<file path="src/design/hsb_pkg.sv">
// hsb_pkg: shared types, constants and the channel rounding function
// for the hue/saturation/brightness to rgb converter
// no dependencies
package hsb_pkg;

	localparam int unsigned NUM_W = 47;

	localparam logic [15:0] ONE_Q15   = 16'd32768;
	localparam logic [16:0] ONE_Q16   = 17'h10000;
	localparam logic [31:0] ONE_Q31   = 32'h8000_0000;
	localparam logic [7:0]  ALPHA_MAX = 8'hFF;
	localparam logic [7:0]  CHAN_MAX  = 8'hFF;

	typedef enum logic [2:0] {
		SEC_RED_YEL = 3'd0,
		SEC_YEL_GRN = 3'd1,
		SEC_GRN_CYN = 3'd2,
		SEC_CYN_BLU = 3'd3,
		SEC_BLU_MAG = 3'd4,
		SEC_MAG_RED = 3'd5
	} sector_t;

	// exact channel numerators over 2^46 plus the sector that orders them
	typedef struct packed {
		logic             valid;
		sector_t          sector;
		logic [NUM_W-1:0] nv;
		logic [NUM_W-1:0] np;
		logic [NUM_W-1:0] nq;
		logic [NUM_W-1:0] nt;
	} term_t;

	// floor(num * 255 / 2^46 + 1/2), clamped to 255
	function automatic logic [7:0] round_chan(input logic [NUM_W-1:0] num);
		logic [55:0] prod;
		logic [55:0] sum;
		logic [9:0]  v;
		prod = {1'b0, num, 8'b0} - {9'b0, num};
		sum  = prod + (56'd1 << 45);
		v    = sum[55:46];
		if (v > {2'b00, CHAN_MAX}) begin
			round_chan = CHAN_MAX;
		end else begin
			round_chan = v[7:0];
		end
	endfunction

endpackage

</file>
<file path="src/design/hsb_term_pipe.sv">
// hsb_term_pipe: three stage pipeline forming the exact p, q, t and v numerators
// depends on hsb_pkg
module hsb_term_pipe (
	input  logic           clk,
	input  logic           arst_n,
	input  logic           in_valid,
	input  logic [15:0]    hue_frac,
	input  logic [15:0]    sat_level,
	input  logic [15:0]    bright_level,
	output hsb_pkg::term_t term
);

	// stage 1: clamp, hue times six
	logic             v_s1;
	hsb_pkg::sector_t sector_s1;
	logic [15:0]      f_s1;
	logic [15:0]      s_s1;
	logic [15:0]      b_s1;

	// stage 2: products with saturation
	logic             v_s2;
	hsb_pkg::sector_t sector_s2;
	logic [15:0]      b_s2;
	logic [31:0]      sf_s2;
	logic [31:0]      sg_s2;
	logic [31:0]      bs_s2;

	// stage 3: numerators over 2^46
	logic                      v_s3;
	hsb_pkg::sector_t          sector_s3;
	logic [hsb_pkg::NUM_W-1:0] nv_s3;
	logic [hsb_pkg::NUM_W-1:0] np_s3;
	logic [hsb_pkg::NUM_W-1:0] nq_s3;
	logic [hsb_pkg::NUM_W-1:0] nt_s3;

	logic [18:0] h6;
	logic [15:0] s_clamp;
	logic [15:0] b_clamp;
	logic [16:0] omf;
	logic [32:0] sg_full;
	logic [31:0] q_fac;
	logic [31:0] t_fac;
	logic [47:0] nq_full;
	logic [47:0] nt_full;

	always_comb begin
		h6      = {1'b0, hue_frac, 2'b00} + {2'b00, hue_frac, 1'b0};
		s_clamp = (sat_level > hsb_pkg::ONE_Q15) ? hsb_pkg::ONE_Q15 : sat_level;
		b_clamp = (bright_level > hsb_pkg::ONE_Q15) ? hsb_pkg::ONE_Q15 : bright_level;
		omf     = hsb_pkg::ONE_Q16 - {1'b0, f_s1};
		sg_full = s_s1 * omf;
		q_fac   = hsb_pkg::ONE_Q31 - sf_s2;
		t_fac   = hsb_pkg::ONE_Q31 - sg_s2;
		nq_full = b_s2 * q_fac;
		nt_full = b_s2 * t_fac;
	end

	always_ff @(posedge clk or negedge arst_n) begin
		if (!arst_n) begin
			v_s1 <= 1'b0;
			v_s2 <= 1'b0;
			v_s3 <= 1'b0;
		end else begin
			v_s1 <= in_valid;
			v_s2 <= v_s1;
			v_s3 <= v_s2;
		end
	end

	always_ff @(posedge clk) begin
		sector_s1 <= hsb_pkg::sector_t'(h6[18:16]);
		f_s1      <= h6[15:0];
		s_s1      <= s_clamp;
		b_s1      <= b_clamp;

		sector_s2 <= sector_s1;
		b_s2      <= b_s1;
		sf_s2     <= s_s1 * f_s1;
		sg_s2     <= sg_full[31:0];
		bs_s2     <= b_s1 * (hsb_pkg::ONE_Q15 - s_s1);

		sector_s3 <= sector_s2;
		nv_s3     <= {b_s2, 31'b0};
		np_s3     <= {bs_s2[30:0], 16'b0};
		nq_s3     <= nq_full[hsb_pkg::NUM_W-1:0];
		nt_s3     <= nt_full[hsb_pkg::NUM_W-1:0];
	end

	always_comb begin
		term.valid  = v_s3;
		term.sector = sector_s3;
		term.nv     = nv_s3;
		term.np     = np_s3;
		term.nq     = nq_s3;
		term.nt     = nt_s3;
	end

endmodule

</file>
<file path="src/design/hsb_round_pipe.sv">
// hsb_round_pipe: rounding stage and sector channel select with output register
// depends on hsb_pkg
module hsb_round_pipe (
	input  logic           clk,
	input  logic           arst_n,
	input  hsb_pkg::term_t term,
	output logic           done,
	output logic [7:0]     red_out,
	output logic [7:0]     green_out,
	output logic [7:0]     blue_out,
	output logic [31:0]    argb_word
);

	logic             v_s4;
	hsb_pkg::sector_t sector_s4;
	logic [7:0]       cv_s4;
	logic [7:0]       cp_s4;
	logic [7:0]       cq_s4;
	logic [7:0]       ct_s4;

	logic             v_s5;
	logic [7:0]       r_s5;
	logic [7:0]       g_s5;
	logic [7:0]       b_s5;

	logic [7:0] r_sel;
	logic [7:0] g_sel;
	logic [7:0] b_sel;

	always_comb begin
		case (sector_s4)
			hsb_pkg::SEC_RED_YEL: begin
				r_sel = cv_s4; g_sel = ct_s4; b_sel = cp_s4;
			end
			hsb_pkg::SEC_YEL_GRN: begin
				r_sel = cq_s4; g_sel = cv_s4; b_sel = cp_s4;
			end
			hsb_pkg::SEC_GRN_CYN: begin
				r_sel = cp_s4; g_sel = cv_s4; b_sel = ct_s4;
			end
			hsb_pkg::SEC_CYN_BLU: begin
				r_sel = cp_s4; g_sel = cq_s4; b_sel = cv_s4;
			end
			hsb_pkg::SEC_BLU_MAG: begin
				r_sel = ct_s4; g_sel = cp_s4; b_sel = cv_s4;
			end
			default: begin
				r_sel = cv_s4; g_sel = cp_s4; b_sel = cq_s4;
			end
		endcase
	end

	always_ff @(posedge clk or negedge arst_n) begin
		if (!arst_n) begin
			v_s4 <= 1'b0;
			v_s5 <= 1'b0;
		end else begin
			v_s4 <= term.valid;
			v_s5 <= v_s4;
		end
	end

	always_ff @(posedge clk) begin
		sector_s4 <= term.sector;
		cv_s4     <= hsb_pkg::round_chan(term.nv);
		cp_s4     <= hsb_pkg::round_chan(term.np);
		cq_s4     <= hsb_pkg::round_chan(term.nq);
		ct_s4     <= hsb_pkg::round_chan(term.nt);

		r_s5 <= r_sel;
		g_s5 <= g_sel;
		b_s5 <= b_sel;
	end

	assign done      = v_s5;
	assign red_out   = r_s5;
	assign green_out = g_s5;
	assign blue_out  = b_s5;
	assign argb_word = {hsb_pkg::ALPHA_MAX, r_s5, g_s5, b_s5};

endmodule

</file>
<file path="src/design/hsb_to_rgb_converter.sv">
// hsb_to_rgb_converter: top level, hue/saturation/brightness to rgb and argb
// depends on hsb_pkg, hsb_term_pipe, hsb_round_pipe
//
// channel   direction  handshake            payload
// command   in         start (busy low)     hue_frac, sat_level, bright_level
// result    out        done, one cycle      red_out, green_out, blue_out, argb_word
//
// one item per clock; each item gives one result, registered through the stages below
// stages: clamp and hue*6, saturation products, brightness products, rounding, select
// the 16x32 brightness multiply in the third stage sets the clock
// busy never rises, the receiver takes every result as it appears
// reset clears the valid bits only; items in flight are dropped
module hsb_to_rgb_converter (
	input  logic        clk,
	input  logic        arst_n,
	input  logic        start,
	output logic        busy,
	input  logic [15:0] hue_frac,
	input  logic [15:0] sat_level,
	input  logic [15:0] bright_level,
	output logic        done,
	output logic [7:0]  red_out,
	output logic [7:0]  green_out,
	output logic [7:0]  blue_out,
	output logic [31:0] argb_word
);

	hsb_pkg::term_t term;
	logic           accept;

	assign busy   = 1'b0;
	assign accept = start & ~busy;

	hsb_term_pipe u_term (
		.clk          (clk),
		.arst_n       (arst_n),
		.in_valid     (accept),
		.hue_frac     (hue_frac),
		.sat_level    (sat_level),
		.bright_level (bright_level),
		.term         (term)
	);

	hsb_round_pipe u_round (
		.clk       (clk),
		.arst_n    (arst_n),
		.term      (term),
		.done      (done),
		.red_out   (red_out),
		.green_out (green_out),
		.blue_out  (blue_out),
		.argb_word (argb_word)
	);

endmodule

</file>
<file path="config.mk">
export PLATFORM = sky130hd
export DESIGN_NAME = hsb_to_rgb_converter
export DESIGN_NICKNAME = d
export VERILOG_FILES = /design/src/design/hsb_pkg.sv /design/src/design/hsb_term_pipe.sv /design/src/design/hsb_round_pipe.sv /design/src/design/hsb_to_rgb_converter.sv
export SDC_FILE = /design/constraint.sdc
export NUM_CORES = 2
export LEC_CHECK = 0
export BUFFER_PORTS_ARGS = -buffer_cell sky130_fd_sc_hd__buf_2
export CAP_MARGIN = 20
export CORE_UTILIZATION = 60
export DETAILED_ROUTE_END_ITERATION = 12
export PLACE_DENSITY = 0.76
export REMOVE_ABC_BUFFERS = 1
export SYNTH_ARGS = -nofsm -noshare
export SYNTH_HDL_FRONTEND = slang
export SYNTH_SLANG_ARGS = --single-unit
</file>
<file path="constraint.sdc">
create_clock -name clk -period 10.4 [get_ports clk]
set_clock_uncertainty 0.15 [all_clocks]
set_input_delay 2.08 -clock clk [delete_from_list [all_inputs] [get_ports clk]]
set_output_delay 2.08 -clock clk [all_outputs]
set_load 0.01 [all_outputs]
</file>
-- Word level (Yosys, flattened, before mapping)
Cells that the tools add are included.
- equality and inequality tests: 4
- muxes and demuxes: 3
- reduce and logical (&&, ||, !) cells: 5
- add/subtract/negate cells: 13
- $lt $le $gt $ge: 6
- $mul: 5
- operator list (operator ; number):
    56-bit by 46-bit adder with 56-bit output (second input constant) ; 4
    55-bit by 47-bit subtractor with 56-bit output ; 4
    16-bit by 32-bit multiplier with 47-bit output ; 2
    8-bit case mux with 3 select lines ; 3
    32-bit subtractor (first input constant) ; 2
    10-bit by 8-bit > comparator with 1-bit output (second input constant) ; 4
    16-bit > comparator (second input constant) ; 2
    16-bit by 16-bit multiplier with 32-bit output ; 1
    16-bit by 17-bit multiplier with 32-bit output ; 1
    16-bit by 32-bit multiplier with 31-bit output ; 1
    18-bit by 17-bit adder with 19-bit output ; 1
    16-bit by 16-bit subtractor with 17-bit output (first input constant) ; 1
    17-bit by 16-bit subtractor with 17-bit output (first input constant) ; 1
    2-bit OR reduction ; 4
    3-bit by 2-bit equality test with 1-bit output (second input constant) ; 2
    3-bit by 1-bit equality test with 1-bit output (second input constant) ; 1
    3-bit equality test (second input constant) ; 1
    3-bit logical NOT ; 1
- bits of input ports: 51
- output and inout bits: 58
- word-level logic and storage cells: 63
- flip-flop bits (word level): 373

-- Depth between registers and ports, before layout
- depth in word-level cells: 3
- depth in mapped cells: 33
- mapped depth without buffers: 32

-- Cells and area by module
From an unflattened synthesis, not the netlist that was laid out.
- cells, all modules: 8859
- area total of the unflattened synthesis: 77613.2 µm²
- modules (own cells, without submodules) (module ; cells an instance ; area an instance (µm²) ; sequential area each (µm²) ; times used):
    hsb_term_pipe ; 7128 ; 64460.6 ; 6120.9 ; 1
    hsb_round_pipe ; 1729 ; 13141.4 ; 1231.2 ; 1
    hsb_to_rgb_converter ; 2 ; 11.3 ; 0.0 ; 1

-- Worst setup path before layout
No wires, ideal clock.
- path kind: reg-to-reg
- start: register u_term.sg_s2[10]
- end: register u_term.nt_s3[43] (netlist name)
- cell stages (with the launch flop): 29
- data arrival time: 8130 ps
- slack: 1993 ps
- data required time: 10123 ps
- period minus slack after synthesis: 8407 ps
- path through: dfxtp_1 > or4_4 > nor4b_4 > or4b_1 > buf_2 > nor3_1 > nand3_1 > xor2_1 > clkbuf_1 > nand2_1 > fa_1 > fa_1 > fa_1 > inv_1 > fa_1 > fa_1 > inv_1 > fa_1 > inv_1 > ha_1 > a21o_1 > a221oi_1 > nand2_1 > a211oi_1 > o21ai_0 > a2111o_1 > a21oi_1 > o21ai_0 > xor2_1
- cells in the longest elaborated chain, start to end: 2
- ends and longest elaborated chain (item ; line ; RTL):
    start: declaration ; hsb_term_pipe.sv:25 ; logic [31:0] sg_s2;
    start signal: assignment ; hsb_term_pipe.sv:79 ; sg_s2 <= sg_full[31:0];
    32-bit subtractor ; hsb_term_pipe.sv:53 ; t_fac = hsb_pkg::ONE_Q31 - sg_s2;
    16-bit by 32-bit multiplier with 47-bit output ; hsb_term_pipe.sv:55 ; nt_full = b_s2 * t_fac;
    net u_term.nt_full[43] ; hsb_term_pipe.sv:44 ; logic [47:0] nt_full;
    end signal: assignment ; hsb_term_pipe.sv:86 ; nt_s3 <= nt_full[hsb_pkg::NUM_W-1:0];
    end: declaration ; hsb_term_pipe.sv:34 ; logic [hsb_pkg::NUM_W-1:0] nt_s3;
The timed path passes the listed nets, and every way through them passes these cells.
A chain may end at the register's enable or synchronous reset.

==> results.toml <==
[status]
outcome = "finished, final reports clean"

[floorplanning]
die-width_microns = 351
design.portCount = 109
fp.dieH_microns = 351
dieArea_sq_um = 123000
floorplan_core_area_sq_um = 120000
core.rowCount = 127
floorplan.initialDensity_pct = 60.6

[logic_synthesis]
post_synth_edffs = 0
yosys-top-cells-area = "sky130_fd_sc_hd__fa_1 40%, sky130_fd_sc_hd__ha_1 13%, sky130_fd_sc_hd__dfxtp_1 9.9%"
synth_cell_types = 79
synthArstFlopShare_pct = 1.37
synth_compound_gate_area_share_pct = 6.33
synthesis.area_sq_um = 72900
synth_top_area_share_pct = 39.6
adder_cell_share_of_the_synthesized_area_pct = 52.7
dominantRegCellSynth = "sky130_fd_sc_hd__dfxtp_1"
synth_largest_area_cell = "sky130_fd_sc_hd__fa_1"
yosysSeqAreaShare_pct = 10.1
netlist_instances = 8129
postSynthRegisterBits = 366
synthMuxAreaShare_pct = 0.513
syn-mean-instance-area_sq_um = 8.97
synth_top_family_by_area = "adder cells"
synthesis.yosys.warnings = 0
synth_xor_xnor_area_share_pct = 3.53
synthSimpleGateAreaFrac_pct = 15.9

[worst_setup_path]
critPathSlowestCell = "sky130_fd_sc_hd__or4b_1"
slowest_delay_ns = 0.71
worst_ep_arrival_time_ns = 9.48
timing.critical_path.fanout_max = 20
element_type_at_the_critical_path_start = "flop"
critPathRequiredTime_ns = 10.74
path_common_cell = "sky130_fd_sc_hd__fa_1"
setup.worst_path.end_class = "flop"
critical_path_class = "flop to flop"

[detailed_routing]
ant_nets = 0
drtPass1Iterations = 6
detailroute.via_count = 54078
drt_drc_violations_left = 0
drt-initial-drc-count = 3809
routed_wire_length_microns = 181000
post_drt_wl_per_cell_microns = 18.7
route.detailed.vias_per_inst = 5.59

[cts]
number_of_gates_given_a_new_drive_strength_after_cts = 0
cts_max_level = 2
clock_path_buffers = 3
cts.hold.buffers_added = 0
clk_pin_slew_ns = 0.06
cts_made_buffers = 42
cts_root_buffer_type = "sky130_fd_sc_hd__clkbuf_16"
clock_latency_ns = 0.63
post_cts.repair.setup_buffers = 0
cts_tree = "done"
tritoncts_num_sinks = 366

[sta]
slew-limit-headroom_pct = 24.3
max_freq_ghz = 0.109
layout_min_cycle_time_ns = 9.14
number_of_failing_hold_endpoints_at_the_final_stage = 0
tightestPinTransition_ns = 1.13
rsz0062_at_grt = "no"
timing.final.max_slew_violations = 0
final_number_of_setup_violating_endpoints = 0
fin_crit_sh_pct = 87.9
setup-tns-final_ns = 0

[placed_design]
portBuffers = 99
place_hpwl_microns = 144000
gp_routability_congestion = 0.947

[final_layout]
fill_cells = 9831
post_route_cells_drive_above_1_share_pct = 4.53
nets = 10284
area_delta_synth_final_pct = 5.08
multi_input_comb_area_sq_um = 57800
layout.area.seq_sq_um = 7370

[global_route]
grt_start_max_net_pins = 50
congestion_overflow_gr = 0
wire_length_of_the_first_global_routing_pass_microns = 298000
grt_pass1_vias = 58385
grt_antenna_before_repair = 4
gr-usage-all-layers_pct = 30.8

[flow_run]
max_cap_viol_count = 0

[hold_path]
min_path_type = "flop to flop"
==> registers in the layout, summed over array words and instances, names as in the netlist, 15 cells and up <==
signal	cells
u_term.nq_s3	46
u_term.nt_s3	45
u_term.bs_s2	31
u_term.np_s3	31
u_term.sf_s2	31
u_term.sg_s2	30
u_term.b_s1	16
u_term.b_s2	16
u_term.nv_s3	16
u_term.s_s1	16
u_term.f_s1	15
==> logic make-up (layout without fill, tap and decap cells) <==
group,count (synthesis),after routing
AND/OR/NAND/NOR,2426,2426
adder cells (fa/ha/maj),2208,2208
buffers and inverters,2095,2015
AO/OA/AOI/OAI,704,704
flip-flops,366,366
XOR/XNOR,291,291
multiplexers,37,37
other,2,13
==> cells in the final DEF (no fill, tap or decap), drive strengths merged, types with 34 or more instances in the layout <==
cell,n
o21bai,40
nand2b,35
and2,650
a21oi,212
nor2,173
nand2,1239
a211oi,40
ha,765
buf,223
xor2,76
nor3,64
o21ai,111
nand3,61
nor4,34
clkbuf,47
fa,1443
a21o,103
xnor2,215
o21a,49
dfxtp,361
nor2b,63
inv,1719
mux2i,34
==> layout make-up <==
cell class | count | area share, %
tap | 1612 | 2.63
antenna | 4 | 0.0131
timing repair buffer | 223 | 1.95
clock buffer | 47 | 1.45
multi-input combinational | 5675 | 75.5
sequential | 366 | 9.62
clock inverter | 28 | 0.480
inverter | 1717 | 8.41
==> metrics by stage <==
stage	cells	hold slack [ns]	area [sq um]	setup slack [ns]	utilization, %
floorplan	7758	0.160	71400	1.93	-
global placement	9591	0.161	75100	1.51	62.4
detailed placement	9591	0.162	75100	1.33	62.4
CTS	9666	0.171	76600	1.30	63.7
global route	9669	0.178	76600	0.697	63.7
finish	9672	0.172	76600	1.26	63.7
==> critical path: cells and delay by family, from the launching register on <==
kind / cells / cell delay, ns
flops: 1 / 0.31
simple gates: 6 / 1.69
fa+ha+maj: 8 / 3.58
xor+xnor: 2 / 0.56
buf+inv: 6 / 0.75
compound gates: 7 / 1.95
==> path summary, 6_finish.rpt <==
path | slack, ns | to | cells after the start | from
setup / recovery | 1.26 | u_term.nt_s3[43]$_DFF_P_ | 29 | u_term.sf_s2[1]$_DFF_P_
hold / removal | 0.17 | u_term.np_s3[35]$_DFF_P_ | 0 | u_term.bs_s2[19]$_DFF_P_
setup reg to reg | 1.26 | u_term.nt_s3[43]$_DFF_P_ | 29 | u_term.sf_s2[1]$_DFF_P_
hold reg to reg | 0.17 | u_term.np_s3[35]$_DFF_P_ | 0 | u_term.bs_s2[19]$_DFF_P_
max in group asynchronous | 8.84 | u_round.done$_DFF_PN0_ | 1 | arst_n
min in group asynchronous | 1.12 | u_term.v_s2$_DFF_PN0_ | 1 | arst_n
==> synthesized netlist by cell type, types with 33 or more instances <==
cell / instances
sky130_fd_sc_hd__ha_1: 765
sky130_fd_sc_hd__a21oi_1: 212
sky130_fd_sc_hd__xnor2_1: 213
sky130_fd_sc_hd__a21o_1: 103
sky130_fd_sc_hd__nor2_1: 173
sky130_fd_sc_hd__nor4_1: 34
sky130_fd_sc_hd__nor2b_1: 63
sky130_fd_sc_hd__a211oi_1: 40
sky130_fd_sc_hd__inv_1: 1717
sky130_fd_sc_hd__fa_1: 1443
sky130_fd_sc_hd__mux2i_1: 34
sky130_fd_sc_hd__buf_4: 33
sky130_fd_sc_hd__nand2b_1: 35
sky130_fd_sc_hd__xor2_1: 76
sky130_fd_sc_hd__o21ai_0: 111
sky130_fd_sc_hd__o21a_1: 49
sky130_fd_sc_hd__and2_1: 649
sky130_fd_sc_hd__nand2_1: 1238
sky130_fd_sc_hd__o21bai_1: 40
sky130_fd_sc_hd__nand3_1: 61
sky130_fd_sc_hd__clkbuf_1: 334
sky130_fd_sc_hd__nor3_1: 64
sky130_fd_sc_hd__dfxtp_1: 361
==> metal layers <==
layer | global-route usage [%] | part of all wire (%)
met1 | 39.2 | 40
met2 | 52.1 | 48
met3 | 5.53 | 8.7
met4 | 11.9 | 4.0
met5 | 0 | 0.0066
Power is not shown: default switching activity piles up to over one toggle a cycle in this logic, so the estimate is an artifact.
